--- src/svrt_pkg.sv ---
// ----------------------------------------------------------------------------
// svrt_pkg
// Constants, types and header tables for the variation route tracker.
// ----------------------------------------------------------------------------
package svrt_pkg;

    localparam int unsigned PART_COUNT = 16;

    localparam logic [7:0] HDR_LEN       = 8'd6;
    localparam logic [7:0] DATA_START    = 8'd7;
    localparam logic [7:0] MIN_LAST_POS  = 8'd8;
    localparam logic [7:0] POS_MAX       = 8'hFF;
    localparam logic [8:0] ADDR_CONNECT  = 9'h05A;
    localparam logic [8:0] ADDR_PART     = 9'h05B;
    localparam logic [7:0] PART_OFF      = 8'h7F;
    localparam logic [7:0] END_BYTE      = 8'hF7;
    localparam logic [7:0] PART_LIMIT    = 8'(PART_COUNT);

    localparam logic MODE_INSERTION = 1'b0;
    localparam logic MODE_SYSTEM    = 1'b1;

    localparam logic KIND_BYTE  = 1'b0;
    localparam logic KIND_CLEAR = 1'b1;

    typedef enum logic [1:0] {
        ACT_NONE   = 2'd0,
        ACT_ASSIGN = 2'd1,
        ACT_CLEAR  = 2'd2
    } part_action_t;

    // Expected header byte at positions 0..5.
    function automatic logic [7:0] hdr_value(input logic [2:0] pos);
        logic [7:0] v;
        case (pos)
            3'd0:    v = 8'hF0;
            3'd1:    v = 8'h43;
            3'd2:    v = 8'h10;
            3'd3:    v = 8'h4C;
            3'd4:    v = 8'h02;
            3'd5:    v = 8'h01;
            default: v = 8'h00;
        endcase
        return v;
    endfunction

    // Device number nibble of byte 2 is don't-care.
    function automatic logic [7:0] hdr_mask(input logic [2:0] pos);
        logic [7:0] m;
        case (pos)
            3'd2:    m = 8'hF0;
            default: m = 8'hFF;
        endcase
        return m;
    endfunction

endpackage

--- src/sysex_variation_route_tracker_core.sv ---
// ----------------------------------------------------------------------------
// sysex_variation_route_tracker_core
// Tracks variation-effect routing from XG parameter-change SysEx messages.
// ----------------------------------------------------------------------------
// Feed one SysEx byte per input transfer (kind = 0), with last_of_message set
// on the final byte, or a clear item (kind = 1) that forces insertion mode
// with no part. The header F0 43 1n 4C 02 01 is checked, byte 6 gives the
// start address, and data bytes land at rising addresses: 0x5A sets the
// connection mode (0 insertion, 1 system), 0x5B assigns a part (below
// PART_COUNT) or clears it (0x7F). These writes are held pending and commit
// only when the flagged last byte is F7, the message has at least nine bytes
// and the header matched; after the last byte the message tracking starts
// over either way. Every input transfer yields exactly one result transfer
// carrying the routing after the update and whether query_part is the
// insertion part. The whole update is one pass of logic from the input ports
// into the state and the output register, so a new item is taken every cycle
// while the output register is empty or being drained; the result is valid in
// the cycle after its input transfer.
// ----------------------------------------------------------------------------
module sysex_variation_route_tracker_core (
    input  logic       clk,
    input  logic       rst_n,
    input  logic       in_valid,
    output logic       in_ready,
    input  logic       kind,
    input  logic [7:0] data_byte,
    input  logic       last_of_message,
    input  logic [3:0] query_part,
    output logic       out_valid,
    input  logic       out_ready,
    output logic       connection_mode,
    output logic       part_assigned,
    output logic [3:0] assigned_part,
    output logic       is_insertion_part
);

    // Message tracking
    logic [7:0]            byte_pos_reg,        byte_pos_next;
    logic                  header_good_reg,     header_good_next;
    logic [7:0]            start_addr_reg,      start_addr_next;
    logic                  pend_mode_valid_reg, pend_mode_valid_next;
    logic                  pend_mode_reg,       pend_mode_next;
    svrt_pkg::part_action_t pend_act_reg,       pend_act_next;
    logic [3:0]            pend_part_reg,       pend_part_next;

    // Committed routing
    logic                  mode_reg,            mode_next;
    logic                  part_valid_reg,      part_valid_next;
    logic [3:0]            part_reg,            part_next;

    // Result register
    logic                  out_valid_reg,       out_valid_next;
    logic                  res_mode_reg,        res_mode_next;
    logic                  res_assigned_reg,    res_assigned_next;
    logic [3:0]            res_part_reg,        res_part_next;
    logic                  res_ins_reg,         res_ins_next;

    logic                  in_xfer;
    logic [8:0]            data_addr;

    // Take a new item whenever the result slot is empty or drains this cycle.
    assign in_ready = !out_valid_reg || out_ready;
    assign in_xfer  = in_valid && in_ready;

    // Address of the current data byte; never negative past position 6.
    assign data_addr = {1'b0, start_addr_reg} + {1'b0, byte_pos_reg}
                     - {1'b0, svrt_pkg::DATA_START};

    always_comb
    begin
        byte_pos_next        = byte_pos_reg;
        header_good_next     = header_good_reg;
        start_addr_next      = start_addr_reg;
        pend_mode_valid_next = pend_mode_valid_reg;
        pend_mode_next       = pend_mode_reg;
        pend_act_next        = pend_act_reg;
        pend_part_next       = pend_part_reg;
        mode_next            = mode_reg;
        part_valid_next      = part_valid_reg;
        part_next            = part_reg;

        if (in_xfer)
        begin
            if (kind == svrt_pkg::KIND_CLEAR)
            begin
                // Reset routing only; an open message keeps its tracking.
                mode_next       = svrt_pkg::MODE_INSERTION;
                part_valid_next = 1'b0;
                part_next       = 4'd0;
            end
            else if (last_of_message)
            begin
                // Commit pending writes on a well-formed terminator.
                if (header_good_reg && data_byte == svrt_pkg::END_BYTE
                    && byte_pos_reg >= svrt_pkg::MIN_LAST_POS)
                begin
                    if (pend_mode_valid_reg)
                        mode_next = pend_mode_reg;
                    case (pend_act_reg)
                        svrt_pkg::ACT_ASSIGN:
                        begin
                            part_valid_next = 1'b1;
                            part_next       = pend_part_reg;
                        end
                        svrt_pkg::ACT_CLEAR:
                        begin
                            part_valid_next = 1'b0;
                            part_next       = 4'd0;
                        end
                        default:
                        begin
                            part_valid_next = part_valid_reg;
                        end
                    endcase
                end
                // Start over for the next message.
                byte_pos_next        = 8'd0;
                header_good_next     = 1'b1;
                start_addr_next      = 8'd0;
                pend_mode_valid_next = 1'b0;
                pend_mode_next       = 1'b0;
                pend_act_next        = svrt_pkg::ACT_NONE;
                pend_part_next       = 4'd0;
            end
            else
            begin
                if (byte_pos_reg < svrt_pkg::HDR_LEN)
                begin
                    if ((data_byte & svrt_pkg::hdr_mask(byte_pos_reg[2:0]))
                        != svrt_pkg::hdr_value(byte_pos_reg[2:0]))
                        header_good_next = 1'b0;
                end
                else if (byte_pos_reg == svrt_pkg::HDR_LEN)
                begin
                    start_addr_next = data_byte;
                end
                else if (data_addr == svrt_pkg::ADDR_CONNECT)
                begin
                    // Drop connection values above one.
                    if (data_byte <= 8'd1)
                    begin
                        pend_mode_valid_next = 1'b1;
                        pend_mode_next       = data_byte[0];
                    end
                end
                else if (data_addr == svrt_pkg::ADDR_PART)
                begin
                    if (data_byte < svrt_pkg::PART_LIMIT)
                    begin
                        pend_act_next  = svrt_pkg::ACT_ASSIGN;
                        pend_part_next = data_byte[3:0];
                    end
                    else if (data_byte == svrt_pkg::PART_OFF)
                    begin
                        pend_act_next = svrt_pkg::ACT_CLEAR;
                    end
                end
                // Advance the position, holding at the top.
                if (byte_pos_reg != svrt_pkg::POS_MAX)
                    byte_pos_next = byte_pos_reg + 8'd1;
            end
        end
    end

    // Result fields, taken from the routing after this item's update.
    always_comb
    begin
        out_valid_next    = out_valid_reg;
        res_mode_next     = res_mode_reg;
        res_assigned_next = res_assigned_reg;
        res_part_next     = res_part_reg;
        res_ins_next      = res_ins_reg;
        if (in_xfer)
        begin
            out_valid_next    = 1'b1;
            res_mode_next     = mode_next;
            res_assigned_next = part_valid_next;
            res_part_next     = part_valid_next ? part_next : 4'd0;
            res_ins_next      = (mode_next == svrt_pkg::MODE_INSERTION)
                              && part_valid_next && (query_part == part_next);
        end
        else if (out_ready)
        begin
            out_valid_next = 1'b0;
        end
    end

    always_ff @(posedge clk or negedge rst_n)
    begin
        if (!rst_n)
        begin
            byte_pos_reg        <= 8'd0;
            header_good_reg     <= 1'b1;
            start_addr_reg      <= 8'd0;
            pend_mode_valid_reg <= 1'b0;
            pend_mode_reg       <= 1'b0;
            pend_act_reg        <= svrt_pkg::ACT_NONE;
            pend_part_reg       <= 4'd0;
            mode_reg            <= svrt_pkg::MODE_INSERTION;
            part_valid_reg      <= 1'b0;
            part_reg            <= 4'd0;
            out_valid_reg       <= 1'b0;
        end
        else
        begin
            byte_pos_reg        <= byte_pos_next;
            header_good_reg     <= header_good_next;
            start_addr_reg      <= start_addr_next;
            pend_mode_valid_reg <= pend_mode_valid_next;
            pend_mode_reg       <= pend_mode_next;
            pend_act_reg        <= pend_act_next;
            pend_part_reg       <= pend_part_next;
            mode_reg            <= mode_next;
            part_valid_reg      <= part_valid_next;
            part_reg            <= part_next;
            out_valid_reg       <= out_valid_next;
        end
    end

    // Result payload: no reset needed, qualified by out_valid.
    always_ff @(posedge clk)
    begin
        res_mode_reg     <= res_mode_next;
        res_assigned_reg <= res_assigned_next;
        res_part_reg     <= res_part_next;
        res_ins_reg      <= res_ins_next;
    end

    assign out_valid         = out_valid_reg;
    assign connection_mode   = res_mode_reg;
    assign part_assigned     = res_assigned_reg;
    assign assigned_part     = res_part_reg;
    assign is_insertion_part = res_ins_reg;

endmodule

--- config.mk ---
export PLATFORM = sky130hd
export DESIGN_NAME = sysex_variation_route_tracker_core
export DESIGN_NICKNAME = d
export VERILOG_FILES = /design/src/svrt_pkg.sv /design/src/sysex_variation_route_tracker_core.sv
export SDC_FILE = /design/constraint.sdc
export NUM_CORES = 1
export LEC_CHECK = 0
export ABC_AREA = 1
export BUFFER_PORTS_ARGS = -buffer_cell sky130_fd_sc_hd__buf_2
export CAP_MARGIN = 20
export CELL_PAD_IN_SITES_DETAIL_PLACEMENT = 0
export CELL_PAD_IN_SITES_GLOBAL_PLACEMENT = 2
export CORE_UTILIZATION = 29
export DETAILED_ROUTE_END_ITERATION = 6
export GPL_ROUTABILITY_DRIVEN = 1
export PLACE_DENSITY_LB_ADDON = 0.15
export SLEW_MARGIN = 10
export SYNTH_ARGS = -nofsm -noshare
export SYNTH_HDL_FRONTEND = slang
export SYNTH_SLANG_ARGS = --single-unit
--- constraint.sdc ---
create_clock -name clk -period 2.5 [get_ports clk]
set_input_delay 0.5 -clock clk [delete_from_list [all_inputs] [get_ports clk]]
set_output_delay 0.5 -clock clk [all_outputs]
set_load 0.02 [all_outputs]
==> metrics.txt <==
mean post-synth cell area 7.20 µm²; Worst-Margin Slew 762 ps; Top FF cell, synth dfrtp_1; Sw Share 36.6%; Area Overhead vs Synth 23.8%; Yosys warning count 0; Ports 27; Cell variety after synth 31; Buffers & Inverters on Critical Path 2; PortBufs 26; gp weighted congestion 0.774; die area 0.0103 mm²; initial antenna violation count 0; Seq pwr share 35.3%; DP HPWL 5840 µm; vias in the first global route 2535; Slew HR 49.2%; Die X 101 µm; all-layer global routing usage 15.3%; Skew-Pair Late Insertion Delay 300 ps; CP top delay family adder cells; ratio of cells with drive above 1 in the final layout 24.1%; Max IR drop VDD 0.000320 V; Nets 492; final setup vio count 0; worst path cell trace ha_1, ha_2, inv_1, fa_2, nand3_1, nor2_1, nand2_1, nor2_2, nand3_2, nand2_4, buf_12, o21bai_1, nand2_1; dpl ws -60.0 ps; clock root buffer clkbuf_8; Pwr per Cell Area 615 mW/mm²; max_cap viols 0; number of buffers created by CTS 5; global route overflow 0; Starting Density 30.5%; n_diodes 0; die height 101 µm; Final Hold Vio Count 0; # H-tree levels 2; Clock Path Buffers 2; synthesized area 0.00286 mm²; number of register bits inferred by synthesis 39; ANT nets after route 0; Core ar. 0.00937 mm²; site row count 35; non-filler cells, final 582; first-pass GRT wire length 12100 µm; DR vias 2548; Slowest cell on crit path fa_2; static leakage 1.87 nW; Syn Nets 437; combinational share of power 40.6%; CTS Hold Buffers Added 0; largest net degree at the start of global routing 33; ys async rst share 82.1%; CP max FO 5; TritonRoute pass-1 iters 4; TritonCTS clock tree built; total negative setup slack 0 ps; Net Switching 0.000796 W; Req. time, crit path 2740 ps; CP endpoint kind register; Syn Inst Count 397; CP arrival 2650 ps; CTS sink cnt 39; Top cell by count, worst path nand2_1; Tcrit/Tclk final 96.4%; Crit Path Category reg -> reg; internal power 0.00138 W; Worst Skew 4.62 ps; wire length per cell 12.4 µm; clk slew on worst S/H paths 80 ps; status finished clean; minimum clock period 2410 ps; RSZ-0062 raised after global routing true; initial DRC count 86; post-route worst setup slack 91.1 ps; WL final 7190 µm; number of synthesized flops with an enable pin 7; clock share of power 24.1%; Fmax achieved 415 MHz; vias per inst 4.38; max incr delay on CP 510 ps; Post-Place Cells 571; max-slew violations 0; Hold WC Path Type in -> async; worst hold slack 265 ps; sequential fraction of the synthesis area 35.4%; startpoint types register; Remaining DRCs 0
-- kinds of logic after synthesis --
| logic type | after synthesis | synth area share, % |
|---|---|---|
| AOI/OAI and AO/OA | 39 | 8.10 |
| xor gates and xnor gates | 4 | 1.23 |
| adders and majority gates | 22 | 9.90 |
| buffers and inverters | 93 | 12.5 |
| DFF | 39 | 35.4 |
| and+or+nand+nor | 200 | 32.9 |
-- metrics by stage --
step	total power, W	instance area [µm²]	util, %
after global routing	0.00235	3540	37.7
after detailed placement	0.00159	3300	35.2
final	0.00218	3540	37.7
after CTS	0.00213	3420	36.5
after floorplan	0.00133	2860	-
after global placement	0.00160	3300	35.2
-- cells in the mapped netlist (all sizes together) (6+ instances only) --
| cell type | count | area (µm²) |
|---|---|---|
| nand4 | 7 | 43.8 |
| edfxtp | 7 | 210 |
| a21oi | 10 | 53.8 |
| dfrtp | 31 | 776 |
| nand2 | 110 | 465 |
| o21bai | 6 | 45.0 |
| ha | 21 | 263 |
| inv | 91 | 342 |
| o22ai | 9 | 56.3 |
| nor2 | 35 | 154 |
| o21ai | 10 | 50.0 |
| nand3 | 40 | 220 |
-- per-layer routing --
metal | global-route usage, % | wire (µm) | share of wire [%]
met1 | 21.7 | 3770 | 52
met2 | 24.5 | 3120 | 43
met3 | 2.28 | 231 | 3.2
met4 | 3.79 | 68 | 0.95
met5 | 0 | 0 | 0
-- layout by cell type (no fill, tap or decap), types with 2 or more instances in the layout --
cell      instances
buf_2            26
o21bai_1          6
a31oi_1           3
nand2_4           5
a21oi_1           7
nand3_1          30
inv_1            82
nor3b_1           2
nor2_1           28
nor2_2            4
nand2_2          12
edfxtp_1          7
clkbuf_8          5
o22ai_1           9
buf_4            22
a21oi_2           3
o21ai_1           3
nor2_4            3
dfrtp_1          31
ha_1             17
nand3b_1          2
ha_4              3
inv_2             8
xor2_1            4
nand3_2          10
nor3_1            3
o21ai_0           7
nand2_1          93
clkinv_1          2
nand4_1           7
-- final cells by class --
cell class / instances / area, µm²
clock buffer: 5 / 68.8
clock inverter: 3 / 38.8
fill: 1021 / 5830
inverter: 92 / 348
multi-input combinational: 265 / 1590
sequential: 39 / 1010
tap: 129 / 161
timing repair buffer: 49 / 315
-- worst paths after layout --
| check | startpoint | endpoint | slack, ps | depth (start not counted) |
|---|---|---|---|---|
| worst max-delay path | start_addr_reg[1] | pend_part_reg[1] | 90 | 13 |
| worst min-delay path | rst_n | part_reg[2] | 270 | 1 |
| worst max register to register | start_addr_reg[1] | pend_part_reg[1] | 90 | 13 |
| worst min register to register | header_good_reg | header_good_reg | 500 | 2 |
| max in group asynchronous | rst_n | byte_pos_reg[7] | 1750 | 1 |
| min in group clk | out_ready | out_valid | 490 | 4 |
-- timing repair --
item,in CTS,in global routing
pin swaps,1,10
gates resized for setup,3,23
setup endpoints to repair,7,8
setup buffers,0,3
endpoints found under the hold margin,0,0
-- power groups by stage --
stage          Sequential (W)  Combinational (W)  Clock [W]
2_1_floorplan        0.000794           0.000532          0
3_3_place_gp         0.000778           0.000821          0
3_5_place_dp         0.000781           0.000805          0
4_1_cts              0.000768           0.000818   0.000540
5_1_grt              0.000777            0.00101   0.000563
6_report             0.000768           0.000883   0.000525
Power figures use the tool's default switching activity.
